File: config.mk
export PLATFORM = sky130hd
export DESIGN_NAME = serial_frame_deframer
export DESIGN_NICKNAME = d
export VERILOG_FILES = /design/src/rtl/core/sfd_pkg.sv /design/src/rtl/core/serial_frame_deframer.sv /design/src/rtl/core/sfd_ram.sv /design/src/rtl/core/sfd_dp.sv /design/src/rtl/core/sfd_ctrl.sv
export SDC_FILE = /design/constraint.sdc
export NUM_CORES = 1
export LEC_CHECK = 0
export BUFFER_PORTS_ARGS = -buffer_cell sky130_fd_sc_hd__buf_2
export CORE_ASPECT_RATIO = 1.4
export CORE_MARGIN = 8
export CORE_UTILIZATION = 55
export CTS_BUF_LIST = sky130_fd_sc_hd__clkbuf_8
export CTS_CLUSTER_DIAMETER = 30
export DETAILED_ROUTE_END_ITERATION = 8
export PLACE_DENSITY = 0.78
export SKIP_LAST_GASP = 1
export SYNTH_ARGS = -nofsm -noshare
export SYNTH_HDL_FRONTEND = slang
export SYNTH_SLANG_ARGS = --single-unit
File: constraint.sdc
create_clock -name clock -period 3.56 [get_ports clock]
set_clock_uncertainty 0.1 [all_clocks]
set_input_delay 0.178 -clock clock [delete_from_list [all_inputs] [get_ports clock]]
set_output_delay 0.178 -clock clock [all_outputs]
set_load 0.005 [all_outputs]
File: src/rtl/core/sfd_pkg.sv
`default_nettype none

package sfd_pkg;

   localparam int unsigned BUFFER_DEPTH_DEF = 64;
   localparam int unsigned DATA_W = 8;
   localparam int unsigned IDX_W = 6;

   localparam logic [DATA_W-1:0] HDR_SYNC  = 8'hBA;
   localparam logic [DATA_W-1:0] HDR_MARK  = 8'h98;
   localparam logic [DATA_W-1:0] HDR_END   = 8'h76;
   localparam logic [DATA_W-1:0] TRL_FIRST = 8'h54;
   localparam logic [DATA_W-1:0] TRL_MID   = 8'h32;
   localparam logic [DATA_W-1:0] TRL_END   = 8'h10;

   typedef enum logic [1:0] {
      STAT_DATA     = 2'd0,
      STAT_OVERFLOW = 2'd1,
      STAT_EMPTY    = 2'd2
   } frame_status_type;

   typedef enum logic [2:0] {
      PH_HDR0,
      PH_HDR1,
      PH_HDR2,
      PH_HDR3,
      PH_DATA,
      PH_TRL1,
      PH_TRL2
   } phase_type;

   typedef enum logic [1:0] {
      MODE_RX,
      MODE_READ,
      MODE_LOAD
   } mode_type;

   typedef struct packed {
      logic             store_en;
      logic             count_clr;
      logic             len_load;
      logic             rd_clr;
      logic             rd_inc;
      logic             out_load_data;
      logic             out_load_stat;
      frame_status_type stat_code;
   } dp_cmd_type;

   typedef struct packed {
      logic is_sync;
      logic is_mark;
      logic is_hdr_end;
      logic is_trl_first;
      logic is_trl_mid;
      logic is_trl_end;
      logic full;
      logic len_zero;
      logic rd_last;
      logic out_free;
   } dp_stat_type;

endpackage

`default_nettype wire

File: src/rtl/core/serial_frame_deframer.sv
// A status result (overflow or empty frame) is valid the cycle after its byte.
// The first payload byte follows the trailer byte through the READ and LOAD states.
// Throughput: one received byte per cycle outside readout, while the output is free.
// Readout: per payload byte, a READ state for the registered store port, then LOAD.
// Reset: clears the header hunt, store count and output valid; store contents undefined.
`default_nettype none

module serial_frame_deframer #(
   parameter int unsigned BUFFER_DEPTH = sfd_pkg::BUFFER_DEPTH_DEF
) (
   input  wire logic                       clock,
   input  wire logic                       reset,
   input  wire logic                       req_valid,
   output logic                            req_ready,
   input  wire logic [sfd_pkg::DATA_W-1:0] req_rx_byte,
   output logic                            rsp_valid,
   input  wire logic                       rsp_ready,
   output logic      [sfd_pkg::DATA_W-1:0] rsp_payload_byte,
   output logic      [sfd_pkg::IDX_W-1:0]  rsp_byte_index,
   output logic      [sfd_pkg::IDX_W-1:0]  rsp_frame_length,
   output logic                            rsp_last_of_frame,
   output logic      [1:0]                 rsp_frame_status
);

   import sfd_pkg::*;

   dp_cmd_type  cmd;
   dp_stat_type stat;

   sfd_ctrl u_ctrl (
      .clock    (clock),
      .reset    (reset),
      .req_valid(req_valid),
      .req_ready(req_ready),
      .stat     (stat),
      .cmd      (cmd)
   );

   sfd_dp #(
      .BUFFER_DEPTH(BUFFER_DEPTH)
   ) u_dp (
      .clock            (clock),
      .reset            (reset),
      .rx_byte          (req_rx_byte),
      .cmd              (cmd),
      .stat             (stat),
      .rsp_ready        (rsp_ready),
      .rsp_valid        (rsp_valid),
      .rsp_payload_byte (rsp_payload_byte),
      .rsp_byte_index   (rsp_byte_index),
      .rsp_frame_length (rsp_frame_length),
      .rsp_last_of_frame(rsp_last_of_frame),
      .rsp_frame_status (rsp_frame_status)
   );

endmodule

`default_nettype wire

File: src/rtl/core/sfd_ram.sv
`default_nettype none

module sfd_ram #(
   parameter int unsigned WIDTH = 8,
   parameter int unsigned DEPTH = 64
) (
   input  wire logic                     clock,
   input  wire logic                     wr_en,
   input  wire logic [$clog2(DEPTH)-1:0] wr_addr,
   input  wire logic [WIDTH-1:0]         wr_data,
   input  wire logic [$clog2(DEPTH)-1:0] rd_addr,
   output logic      [WIDTH-1:0]         rd_data
);

   logic [WIDTH-1:0] mem_ff [DEPTH];
   logic [WIDTH-1:0] rd_data_ff;

   always_ff @(posedge clock) begin
      if (wr_en) begin
         mem_ff[wr_addr] <= wr_data;
      end
      rd_data_ff <= mem_ff[rd_addr];
   end

   assign rd_data = rd_data_ff;

endmodule

`default_nettype wire

File: src/rtl/core/sfd_dp.sv
`default_nettype none

module sfd_dp #(
   parameter int unsigned BUFFER_DEPTH = sfd_pkg::BUFFER_DEPTH_DEF
) (
   input  wire logic                          clock,
   input  wire logic                          reset,
   input  wire logic [sfd_pkg::DATA_W-1:0]    rx_byte,
   input  wire sfd_pkg::dp_cmd_type           cmd,
   output sfd_pkg::dp_stat_type               stat,
   input  wire logic                          rsp_ready,
   output logic                               rsp_valid,
   output logic      [sfd_pkg::DATA_W-1:0]    rsp_payload_byte,
   output logic      [sfd_pkg::IDX_W-1:0]     rsp_byte_index,
   output logic      [sfd_pkg::IDX_W-1:0]     rsp_frame_length,
   output logic                               rsp_last_of_frame,
   output logic      [1:0]                    rsp_frame_status
);

   import sfd_pkg::*;

   localparam int unsigned AW = $clog2(BUFFER_DEPTH);
   localparam int unsigned CW = $clog2(BUFFER_DEPTH + 1);

   logic [CW-1:0]     count_ff, count_in;
   logic [AW-1:0]     rd_idx_ff, rd_idx_in;
   logic [IDX_W-1:0]  len_ff, len_in;
   logic [DATA_W-1:0] rd_data;

   logic              valid_ff, valid_in;
   logic [DATA_W-1:0] pb_ff, pb_in;
   logic [IDX_W-1:0]  idx_ff, idx_in;
   logic [IDX_W-1:0]  flen_ff, flen_in;
   logic              last_ff, last_in;
   frame_status_type  st_ff, st_in;

   sfd_ram #(
      .WIDTH(DATA_W),
      .DEPTH(BUFFER_DEPTH)
   ) u_store (
      .clock  (clock),
      .wr_en  (cmd.store_en),
      .wr_addr(count_ff[AW-1:0]),
      .wr_data(rx_byte),
      .rd_addr(rd_idx_ff),
      .rd_data(rd_data)
   );

   always_comb begin
      stat.is_sync      = (rx_byte == HDR_SYNC);
      stat.is_mark      = (rx_byte == HDR_MARK);
      stat.is_hdr_end   = (rx_byte == HDR_END);
      stat.is_trl_first = (rx_byte == TRL_FIRST);
      stat.is_trl_mid   = (rx_byte == TRL_MID);
      stat.is_trl_end   = (rx_byte == TRL_END);
      stat.full         = (count_ff >= CW'(BUFFER_DEPTH));
      stat.len_zero     = (count_ff <= CW'(2));
      stat.rd_last      = ((IDX_W'(rd_idx_ff) + IDX_W'(1)) == len_ff);
      stat.out_free     = !valid_ff || rsp_ready;
   end

   always_comb begin
      count_in = count_ff;
      if (cmd.count_clr) begin
         count_in = '0;
      end else if (cmd.store_en) begin
         count_in = count_ff + CW'(1);
      end

      len_in = len_ff;
      if (cmd.len_load) begin
         len_in = IDX_W'(count_ff - CW'(2));
      end

      rd_idx_in = rd_idx_ff;
      if (cmd.rd_clr) begin
         rd_idx_in = '0;
      end else if (cmd.rd_inc) begin
         rd_idx_in = rd_idx_ff + AW'(1);
      end

      valid_in = valid_ff;
      pb_in    = pb_ff;
      idx_in   = idx_ff;
      flen_in  = flen_ff;
      last_in  = last_ff;
      st_in    = st_ff;
      if (valid_ff && rsp_ready) begin
         valid_in = 1'b0;
      end
      if (cmd.out_load_data) begin
         valid_in = 1'b1;
         pb_in    = rd_data;
         idx_in   = IDX_W'(rd_idx_ff);
         flen_in  = len_ff;
         last_in  = stat.rd_last;
         st_in    = STAT_DATA;
      end else if (cmd.out_load_stat) begin
         valid_in = 1'b1;
         pb_in    = '0;
         idx_in   = '0;
         flen_in  = '0;
         last_in  = 1'b1;
         st_in    = cmd.stat_code;
      end
   end

   always_ff @(posedge clock) begin
      if (reset) begin
         count_ff  <= '0;
         rd_idx_ff <= '0;
         valid_ff  <= 1'b0;
      end else begin
         count_ff  <= count_in;
         rd_idx_ff <= rd_idx_in;
         valid_ff  <= valid_in;
      end
      len_ff  <= len_in;
      pb_ff   <= pb_in;
      idx_ff  <= idx_in;
      flen_ff <= flen_in;
      last_ff <= last_in;
      st_ff   <= st_in;
   end

   assign rsp_valid         = valid_ff;
   assign rsp_payload_byte  = pb_ff;
   assign rsp_byte_index    = idx_ff;
   assign rsp_frame_length  = flen_ff;
   assign rsp_last_of_frame = last_ff;
   assign rsp_frame_status  = st_ff;

`ifndef NO_ASSERTIONS
   a_count_bound: assert property (@(posedge clock) disable iff (reset)
      count_ff <= CW'(BUFFER_DEPTH))
      else $error("store count beyond depth");

   a_load_free: assert property (@(posedge clock) disable iff (reset)
      (cmd.out_load_data || cmd.out_load_stat) |-> stat.out_free)
      else $error("output register overwritten");

   a_last_marked: assert property (@(posedge clock) disable iff (reset)
      (cmd.out_load_data && stat.rd_last) |=> (valid_ff && last_ff))
      else $error("final byte not marked");
`endif

endmodule

`default_nettype wire

File: src/rtl/core/sfd_ctrl.sv
`default_nettype none

module sfd_ctrl (
   input  wire logic                 clock,
   input  wire logic                 reset,
   input  wire logic                 req_valid,
   output logic                      req_ready,
   input  wire sfd_pkg::dp_stat_type stat,
   output sfd_pkg::dp_cmd_type       cmd
);

   import sfd_pkg::*;

   phase_type phase_ff, phase_in;
   mode_type  mode_ff, mode_in;
   logic      accept;

   always_ff @(posedge clock) begin
      if (reset) begin
         phase_ff <= PH_HDR0;
         mode_ff  <= MODE_RX;
      end else begin
         phase_ff <= phase_in;
         mode_ff  <= mode_in;
      end
   end

   always_comb begin
      phase_in  = phase_ff;
      mode_in   = mode_ff;
      cmd       = '0;
      cmd.stat_code = STAT_DATA;
      req_ready = (mode_ff == MODE_RX) && stat.out_free;
      accept    = req_valid && req_ready;

      case (mode_ff)
         MODE_RX: begin
            if (accept) begin
               case (phase_ff)
                  PH_HDR0: begin
                     if (stat.is_sync) begin
                        phase_in = PH_HDR1;
                     end
                  end
                  PH_HDR1: begin
                     if (stat.is_sync) begin
                        phase_in = PH_HDR2;
                     end else if (stat.is_mark) begin
                        phase_in = PH_HDR3;
                     end else begin
                        phase_in = PH_HDR0;
                     end
                  end
                  PH_HDR2: begin
                     phase_in = stat.is_mark ? PH_HDR3 : PH_HDR0;
                  end
                  PH_HDR3: begin
                     if (stat.is_hdr_end) begin
                        phase_in      = PH_DATA;
                        cmd.count_clr = 1'b1;
                     end else begin
                        phase_in = PH_HDR0;
                     end
                  end
                  PH_DATA, PH_TRL1: begin
                     if (stat.full) begin
                        phase_in          = PH_HDR0;
                        cmd.count_clr     = 1'b1;
                        cmd.out_load_stat = 1'b1;
                        cmd.stat_code     = STAT_OVERFLOW;
                     end else begin
                        cmd.store_en = 1'b1;
                        if (phase_ff == PH_DATA) begin
                           phase_in = stat.is_trl_first ? PH_TRL1 : PH_DATA;
                        end else begin
                           phase_in = stat.is_trl_mid ? PH_TRL2 : PH_DATA;
                        end
                     end
                  end
                  PH_TRL2: begin
                     if (stat.is_trl_end) begin
                        phase_in      = PH_HDR0;
                        cmd.count_clr = 1'b1;
                        cmd.len_load  = 1'b1;
                        if (stat.len_zero) begin
                           cmd.out_load_stat = 1'b1;
                           cmd.stat_code     = STAT_EMPTY;
                        end else begin
                           cmd.rd_clr = 1'b1;
                           mode_in    = MODE_READ;
                        end
                     end else if (stat.full) begin
                        phase_in          = PH_HDR0;
                        cmd.count_clr     = 1'b1;
                        cmd.out_load_stat = 1'b1;
                        cmd.stat_code     = STAT_OVERFLOW;
                     end else begin
                        cmd.store_en = 1'b1;
                        phase_in     = PH_DATA;
                     end
                  end
                  default: begin
                     phase_in      = PH_HDR0;
                     cmd.count_clr = 1'b1;
                  end
               endcase
            end
         end
         MODE_READ: begin
            mode_in = MODE_LOAD;
         end
         MODE_LOAD: begin
            if (stat.out_free) begin
               cmd.out_load_data = 1'b1;
               if (stat.rd_last) begin
                  mode_in = MODE_RX;
               end else begin
                  cmd.rd_inc = 1'b1;
                  mode_in    = MODE_READ;
               end
            end
         end
         default: begin
            mode_in = MODE_RX;
         end
      endcase
   end

`ifndef NO_ASSERTIONS
   a_frame_to_read: assert property (@(posedge clock) disable iff (reset)
      (accept && phase_ff == PH_TRL2 && stat.is_trl_end && !stat.len_zero)
      |=> (mode_ff == MODE_READ))
      else $error("completed frame not read out");

   a_read_to_load: assert property (@(posedge clock) disable iff (reset)
      (mode_ff == MODE_READ) |=> (mode_ff == MODE_LOAD))
      else $error("read wait skipped");

   a_last_to_rx: assert property (@(posedge clock) disable iff (reset)
      (mode_ff == MODE_LOAD && stat.out_free && stat.rd_last)
      |=> (mode_ff == MODE_RX && phase_ff == PH_HDR0))
      else $error("readout did not return to hunt");

   a_no_store_in_read: assert property (@(posedge clock) disable iff (reset)
      (mode_ff != MODE_RX) |-> !(cmd.store_en || cmd.count_clr))
      else $error("store touched during readout");
`endif

endmodule

`default_nettype wire

Word-level counts from Yosys, hierarchy flattened

Memory sizes are Yosys's and may differ from the RTL's. A register that Yosys moved wholly into a read port is not among the register bits.
Cells that the tools add are included.

Register bits: 48
Memory bits (writable): 512
Bits of input ports: 12
Output and inout port bits: 25
Logic and storage cells: 104
Memories kept: 1

$add $sub $neg: 3
Magnitude comparators: 2
Equality and inequality tests: 21
Mux-type cells: 51
Reduce and logical (&&, ||, !) cells: 15

Memories:

| name                | words | bits a word | rd ports | clocked after memory_dff | wr ports | line          | source |
|---|---|---|---|---|---|---|---|
| u_dp.u_store.mem_ff | 64    | 8           | 1        | 1                        | 1        | sfd_ram.sv:15 | `logic [WIDTH-1:0] mem_ff [DEPTH];` |

Operator list:

| kind                | count |
|---|---|
| $mux 3              | 12 |
| $mux 2              | 11 |
| $mux 6              | 3 |
| $pmux 3 s6          | 1 |
| $eq 8x7->1 const B  | 2 |
| $eq 8x8->1 const B  | 2 |
| $mux 1              | 16 |
| $mux 8              | 2 |
| $eq 3x3->1 const B  | 3 |
| $eq 8x5->1 const B  | 1 |
| $eq 8x6->1 const B  | 1 |
| $mux 4              | 2 |
| $ne 2x2->1 const B  | 4 |
| $add 7x1->7 const B | 1 |
| $ge 7x7->1 const B  | 1 |
| $le 7x2->1 const B  | 1 |
| $add 6x1->6 const B | 1 |
| $eq 3x2->1 const B  | 2 |
| $eq 6x6->1          | 1 |
| $pmux 2 s3          | 1 |
| $pmux 3 s2          | 1 |
| $reduce_or 2->1     | 3 |
| $sub 6x2->6 const B | 1 |
| $reduce_and 5->1    | 1 |
| 15 further kinds    | 18 |

Depth between registers and ports, before layout

Depth after elaboration: 8
Depth in mapped cells: 10
Depth with buffers taken out: 7

Hierarchy

Synthesis repeated with hierarchy kept, for this count alone.

Cell total of the unflattened synthesis: 1171
Area total of the unflattened synthesis: 22546.6 um^2

By module, submodules not included:

| module   | times used | cells an instance | area an instance (um^2) | seq. area each (um^2) |
|---|---|---|---|---|
| sfd_ram  | 1          | 940               | 20166.8                 | 15534.9 |
| sfd_dp   | 1          | 172               | 1945.6                  | 1131.1 |
| sfd_ctrl | 1          | 59                | 434.2                   | 100.1 |

Least setup slack after synthesis

Ideal clock, no wire load.

Path type: reg2reg
Start point: reg u_dp.count_ff[4]
End point: reg u_dp.idx_ff[0] (netlist: u_dp.rsp_byte_index[0]) (enable)
Library setup time: 378 ps
Arrival: 1982 ps
Data required time: 3082 ps
Slack: 1100 ps
Stages on the path, launching flop included: 8
Buffers on the path: 2
Period minus slack after synthesis: 2460 ps
Path through: dfxtp_1 > buf_2 > or3_1 > buf_2 > a211o_1 > and2b_1 > o21ai_1 > nand2_1

Word-level cells in the longest chain between the ends: 7
Elaborated cells between the ends (all ways): 9
Those cells by class: 2 x order compare; 6 x mux; 1 x reduce/logical

RTL lines:

| item                                            | line                                           | source |
|---|---|---|
| start: declaration                              | sfd_dp.sv:25                                   | `logic [CW-1:0] count_ff, count_in;` |
| start signal: assignment                        | sfd_dp.sv:114                                  | `count_ff <= count_in;` |
| $ge 7x7->1 / $le 7x2->1 (equally long branches) | sfd_dp.sv:56, sfd_dp.sv:57                     |  |
| $mux 3, on equally long branches                | sfd_ctrl.sv:66, sfd_ctrl.sv:92, sfd_ctrl.sv:85 |  |
| $mux 3                                          | sfd_ctrl.sv:81                                 | `if (stat.is_trl_end) begin` |
| $pmux 3 s2 *                                    | sfd_ctrl.sv:39                                 | `case (phase_ff)` |
| $mux 3 *                                        | sfd_ctrl.sv:38                                 | `if (accept) begin` |
| $mux 3 *                                        | sfd_ctrl.sv:36                                 | `case (mode_ff)` |
| $reduce_bool 2->1 (no line) *                   | --                                             |  |
| end signal: assignment                          | sfd_dp.sv:120                                  | `idx_ff <= idx_in;` |
| end: declaration                                | sfd_dp.sv:32                                   | `logic [IDX_W-1:0] idx_ff, idx_in;` |

Every way passes the cells marked *; elsewhere a longest branch is shown, timed or not.
A chain may end at the register's enable or synchronous reset.

Worst setup path in the final report

Start point: reg u_ctrl.phase_ff[2]
End point: mem u_dp.u_store.mem_ff[32][1] (enable)

Word-level cells in the longest chain between the ends: 7
Elaborated cells between the ends (all ways): 9
Those cells by class: 3 x eq/ne; 5 x mux; 1 x reduce/logical

RTL lines:

| item                           | line           | source |
|---|---|---|
| start: declaration             | sfd_ctrl.sv:14 | `phase_type phase_ff, phase_in;` |
| start signal: assignment       | sfd_ctrl.sv:23 | `phase_ff <= phase_in;` |
| $eq 3x3->1                     | sfd_ctrl.sv:39 |  |
| $reduce_or 2->1                | sfd_ctrl.sv:39 |  |
| $pmux 1 s2 *                   | sfd_ctrl.sv:39 |  |
| $mux 4 *                       | sfd_ctrl.sv:38 |  |
| $mux 4 *                       | sfd_ctrl.sv:36 |  |
| $mux 1 *                       | sfd_ram.sv:19  | `if (wr_en) begin` |
| $mux 1 (not written as such) * | sfd_ram.sv:20  | `mem_ff[wr_addr] <= wr_data;` |
| end: declaration               | sfd_ram.sv:15  |  |

Marks and branches as above.

==> results_dict.tcl <==
set metrics [dict create \
    crit_fanout 11 \
    via_count 11900 \
    syn2layout_area_growth_pct 12.6 \
    crit_type "reg2reg" \
    cts_setup_buffers 0 \
    grt_pass1_vias 12300 \
    pwr-share-clk_pct 40.3 \
    hold_viol_final 0 \
    arrival_ns 3.21 \
    portBuffers 36 \
    tightest_slew_ns 1.07 \
    ys_warn_count 0 \
    netlist_area_sq_um 22600 \
    grt_pass1_wl_um 75100 \
    grt_overflow 0 \
    firstDrtPassIters 8 \
    crit_required_ns 3.73 \
    seqPwrFrac_pct 58.5 \
    synth_largest_area_cell "edfxtp_1" \
    p_switching_w 0.00252 \
    routedWlPerCell_um 26.0 \
    ir_drop_mv 0.252 \
    vias_per_cell 6.13 \
    synthArstFlopShare_pct 0 \
    grt_usage_pct 20.9 \
    ys_types 70 \
    grt_max_degree 67 \
    clkTransAtPathRegs_ns 0.06 \
    max_cap_violations 0 \
    io_pins 37 \
    rows 88 \
    place.gp.congestion 0.899 \
    detail-route-antenna-nets 0 \
    reg2reg_depth 5 \
    power_density_nw_per_um2 489 \
    coreArea_sq_um 41000 \
    hp-class "in2reg" \
    nFillCells 2770 \
    ys_top_cells_by_area "edfxtp_1 71%, mux4_2 11%, dfxtp_1 2.6%" \
    drive_above_1_share_pct 25.5 \
    setup_violations 0 \
    h-tree-depth 3 \
    switching_share_pct 20.2 \
    fin_area_sq_um 25500 \
    ys.flop_type "edfxtp_1" \
    yosysSeqAreaShare_pct 74.0 \
    synthCells 1205 \
    synth_top_area_share_pct 71.5 \
    min-delay-start "req_rx_byte[3]" \
    place_area_sq_um 23900 \
    final_common_cell "edfxtp_1" \
    clk_latency_ns 0.65 \
    rsz0062_at_grt "false" \
    first_iter_violations 1263 \
    fin_crit_ns 3.05 \
    combPwrFrac_pct 1.2 \
    reg2reg_slack_ns 0.51 \
    start_util_pct 55.3 \
    drc 0 \
    syn_avg_cell_area_sq_um 18.8 \
    finalCritPeriodShare_pct 85.5 \
    whs_path_depth 2 \
    cts_tree "built" \
    power_leakage_nw 7.96 \
    status "complete, no violations" \
    cts_resized 0 \
    final_cell_mix "539 x edfxtp_1, 115 x mux4_2, 87 x nor2_1" \
    p_int_w 0.00996 \
    hpwl_um 32300 \
    final_nets 1362 \
    worstSetupStartpointType "flop" \
    yosys_register_bits 568 \
    r2r-end "u_dp.u_store.mem_ff[32][1]" \
    cts_sinks 568 \
    wl_um 50400 \
    endpoint_kind "flop" \
    synth_edf_count 539 \
    slew_viol_final 0 \
    die_area_sq_um 48000 \
    holdBufCountCts 8 \
    cts.root.buffer_cell "clkbuf_8" \
    clockBufferDepth 3 \
    cts_buffers 79 \
    relSlewSlack_pct 28.6 \
    totalNegativeSetupSlack_ns 0 \
    antenna_found_initial 1 \
    synth_fp_nets 1224 \
    die_w_um 187 \
    max_freq_ghz 0.328 \
    die_h_um 256 \
    r2r_start "u_ctrl.phase_ff[2]" \
    hold_end "u_dp.u_store.mem_ff[49][3]" \
]
-- Yosys cell counts (3+ instances only) --
cell / count
a211o_1: 5
a211oi_1: 15
a21oi_1: 17
a22o_1: 3
a22oi_1: 13
a311oi_1: 5
a31oi_1: 6
a32o_1: 9
and2_1: 24
buf_1: 8
buf_2: 28
buf_4: 7
buf_6: 4
clkbuf_1: 19
dfxtp_1: 29
edfxtp_1: 539
ha_1: 7
inv_1: 11
mux2i_1: 52
mux4_2: 115
nand2_1: 49
nand2b_1: 19
nand3_1: 23
nand3b_1: 4
nand4_1: 3
nor2_1: 87
nor2b_1: 15
nor3_1: 6
o2111ai_1: 3
o21ai_0: 6
o21ai_1: 3
o221ai_1: 3
o22ai_1: 10
or3_1: 4
xnor2_1: 6
xor2_1: 8
-- worst max-delay path by stage --
stage | start | to
floorplan | u_dp.count_ff[4] | u_dp.rsp_byte_index[0]
global placement | req_rx_byte[1] | u_dp.u_store.mem_ff[56][0]
detailed placement | req_rx_byte[1] | u_dp.u_store.mem_ff[32][1]
CTS | u_ctrl.phase_ff[2] | u_dp.u_store.mem_ff[32][0]
global route | u_ctrl.phase_ff[2] | u_dp.u_store.mem_ff[32][0]
finish | u_ctrl.phase_ff[2] | u_dp.u_store.mem_ff[32][1]
-- sequential cells by signal, summed over array words and instances (netlist names) --
register	count
u_ctrl.mode_ff	2
u_dp.rd_idx_ff	6
u_dp.rsp_frame_length	6
u_dp.rsp_frame_status	2
u_ctrl.phase_ff	3
u_dp.rsp_valid	1
u_dp.rsp_byte_index	6
u_dp.count_ff	7
u_dp.len_ff	6
u_dp.rsp_payload_byte	8
u_dp.u_store.mem_ff	512
u_dp.rsp_last_of_frame	1
u_dp.u_store.rd_data	8
-- power by group through the flow --
stage | Sequential, W | Clock [W] | Combinational [W]
finish | 0.00730 | 0.00503 | 0.000151
global route | 0.00729 | 0.00535 | 0.000160
CTS | 0.00730 | 0.00510 | 0.000153
detailed placement | 0.00744 | 0 | 0.000147
global placement | 0.00744 | 0 | 0.000142
floorplan | 0.00744 | 0 | 0.0000139
-- final cells by class --
class / count / area [sq um] / share of cell area, %
Sequential cell: 568 / 16800 / 65.8
Clock buffer: 80 / 1100 / 4.32
Inverter: 11 / 41.3 / 0.162
Tap cell: 540 / 676 / 2.65
Antenna cell: 1 / 2.50 / 0.00981
Multi-Input combinational cell: 559 / 5500 / 21.6
Clock inverter: 56 / 464 / 1.82
Timing Repair Buffer: 124 / 936 / 3.67
-- layer usage --
| metal | up-vias | global-route usage, % | wire, um |
|---|---|---|---|
| li1 | 5143 | - | - |
| met1 | 6063 | 24.5 | 18100 |
| met2 | 559 | 35.7 | 26200 |
| met3 | 125 | 4.18 | 3720 |
| met4 | 0 | 11.4 | 2350 |
| met5 | - | 0 | 0 |
-- worst max-delay path: stages, from the launching register on --
cell and delay, ns:
dfxtp_1 0.53, nor3b_1 0.29, o21ai_2 0.13, a211oi_1 0.50, nand2_1 0.44, nor2_1 0.66
-- per-stage QoR --
stage | instances | hold WS, ns | setup WS, ns | utilization (%) | total power [W]
global route | 1939 | 0.184 | 0.374 | 62.3 | 0.0128
detailed placement | 1794 | 0.405 | 0.535 | 58.2 | 0.00759
finish | 1939 | 0.182 | 0.515 | 62.3 | 0.0125
floorplan | 1205 | 0.144 | 1.10 | - | 0.00746
CTS | 1938 | 0.161 | 0.540 | 62.2 | 0.0126
global placement | 1794 | 0.388 | 0.609 | 58.2 | 0.00758
-- cell families after synthesis --
group                      count (synthesis)  share of synthesized area [%]
xor gates and xnor gates                  14                          0.541
and+or+nand+nor                          253                           5.57
adders and majority gates                  7                          0.387
DFF                                      568                           74.0
AOI/OAI and AO/OA                        118                           4.03
muxes                                    167                           13.7
buffers and inverters                     78                           1.70
(Power assumes the default switching activity.)
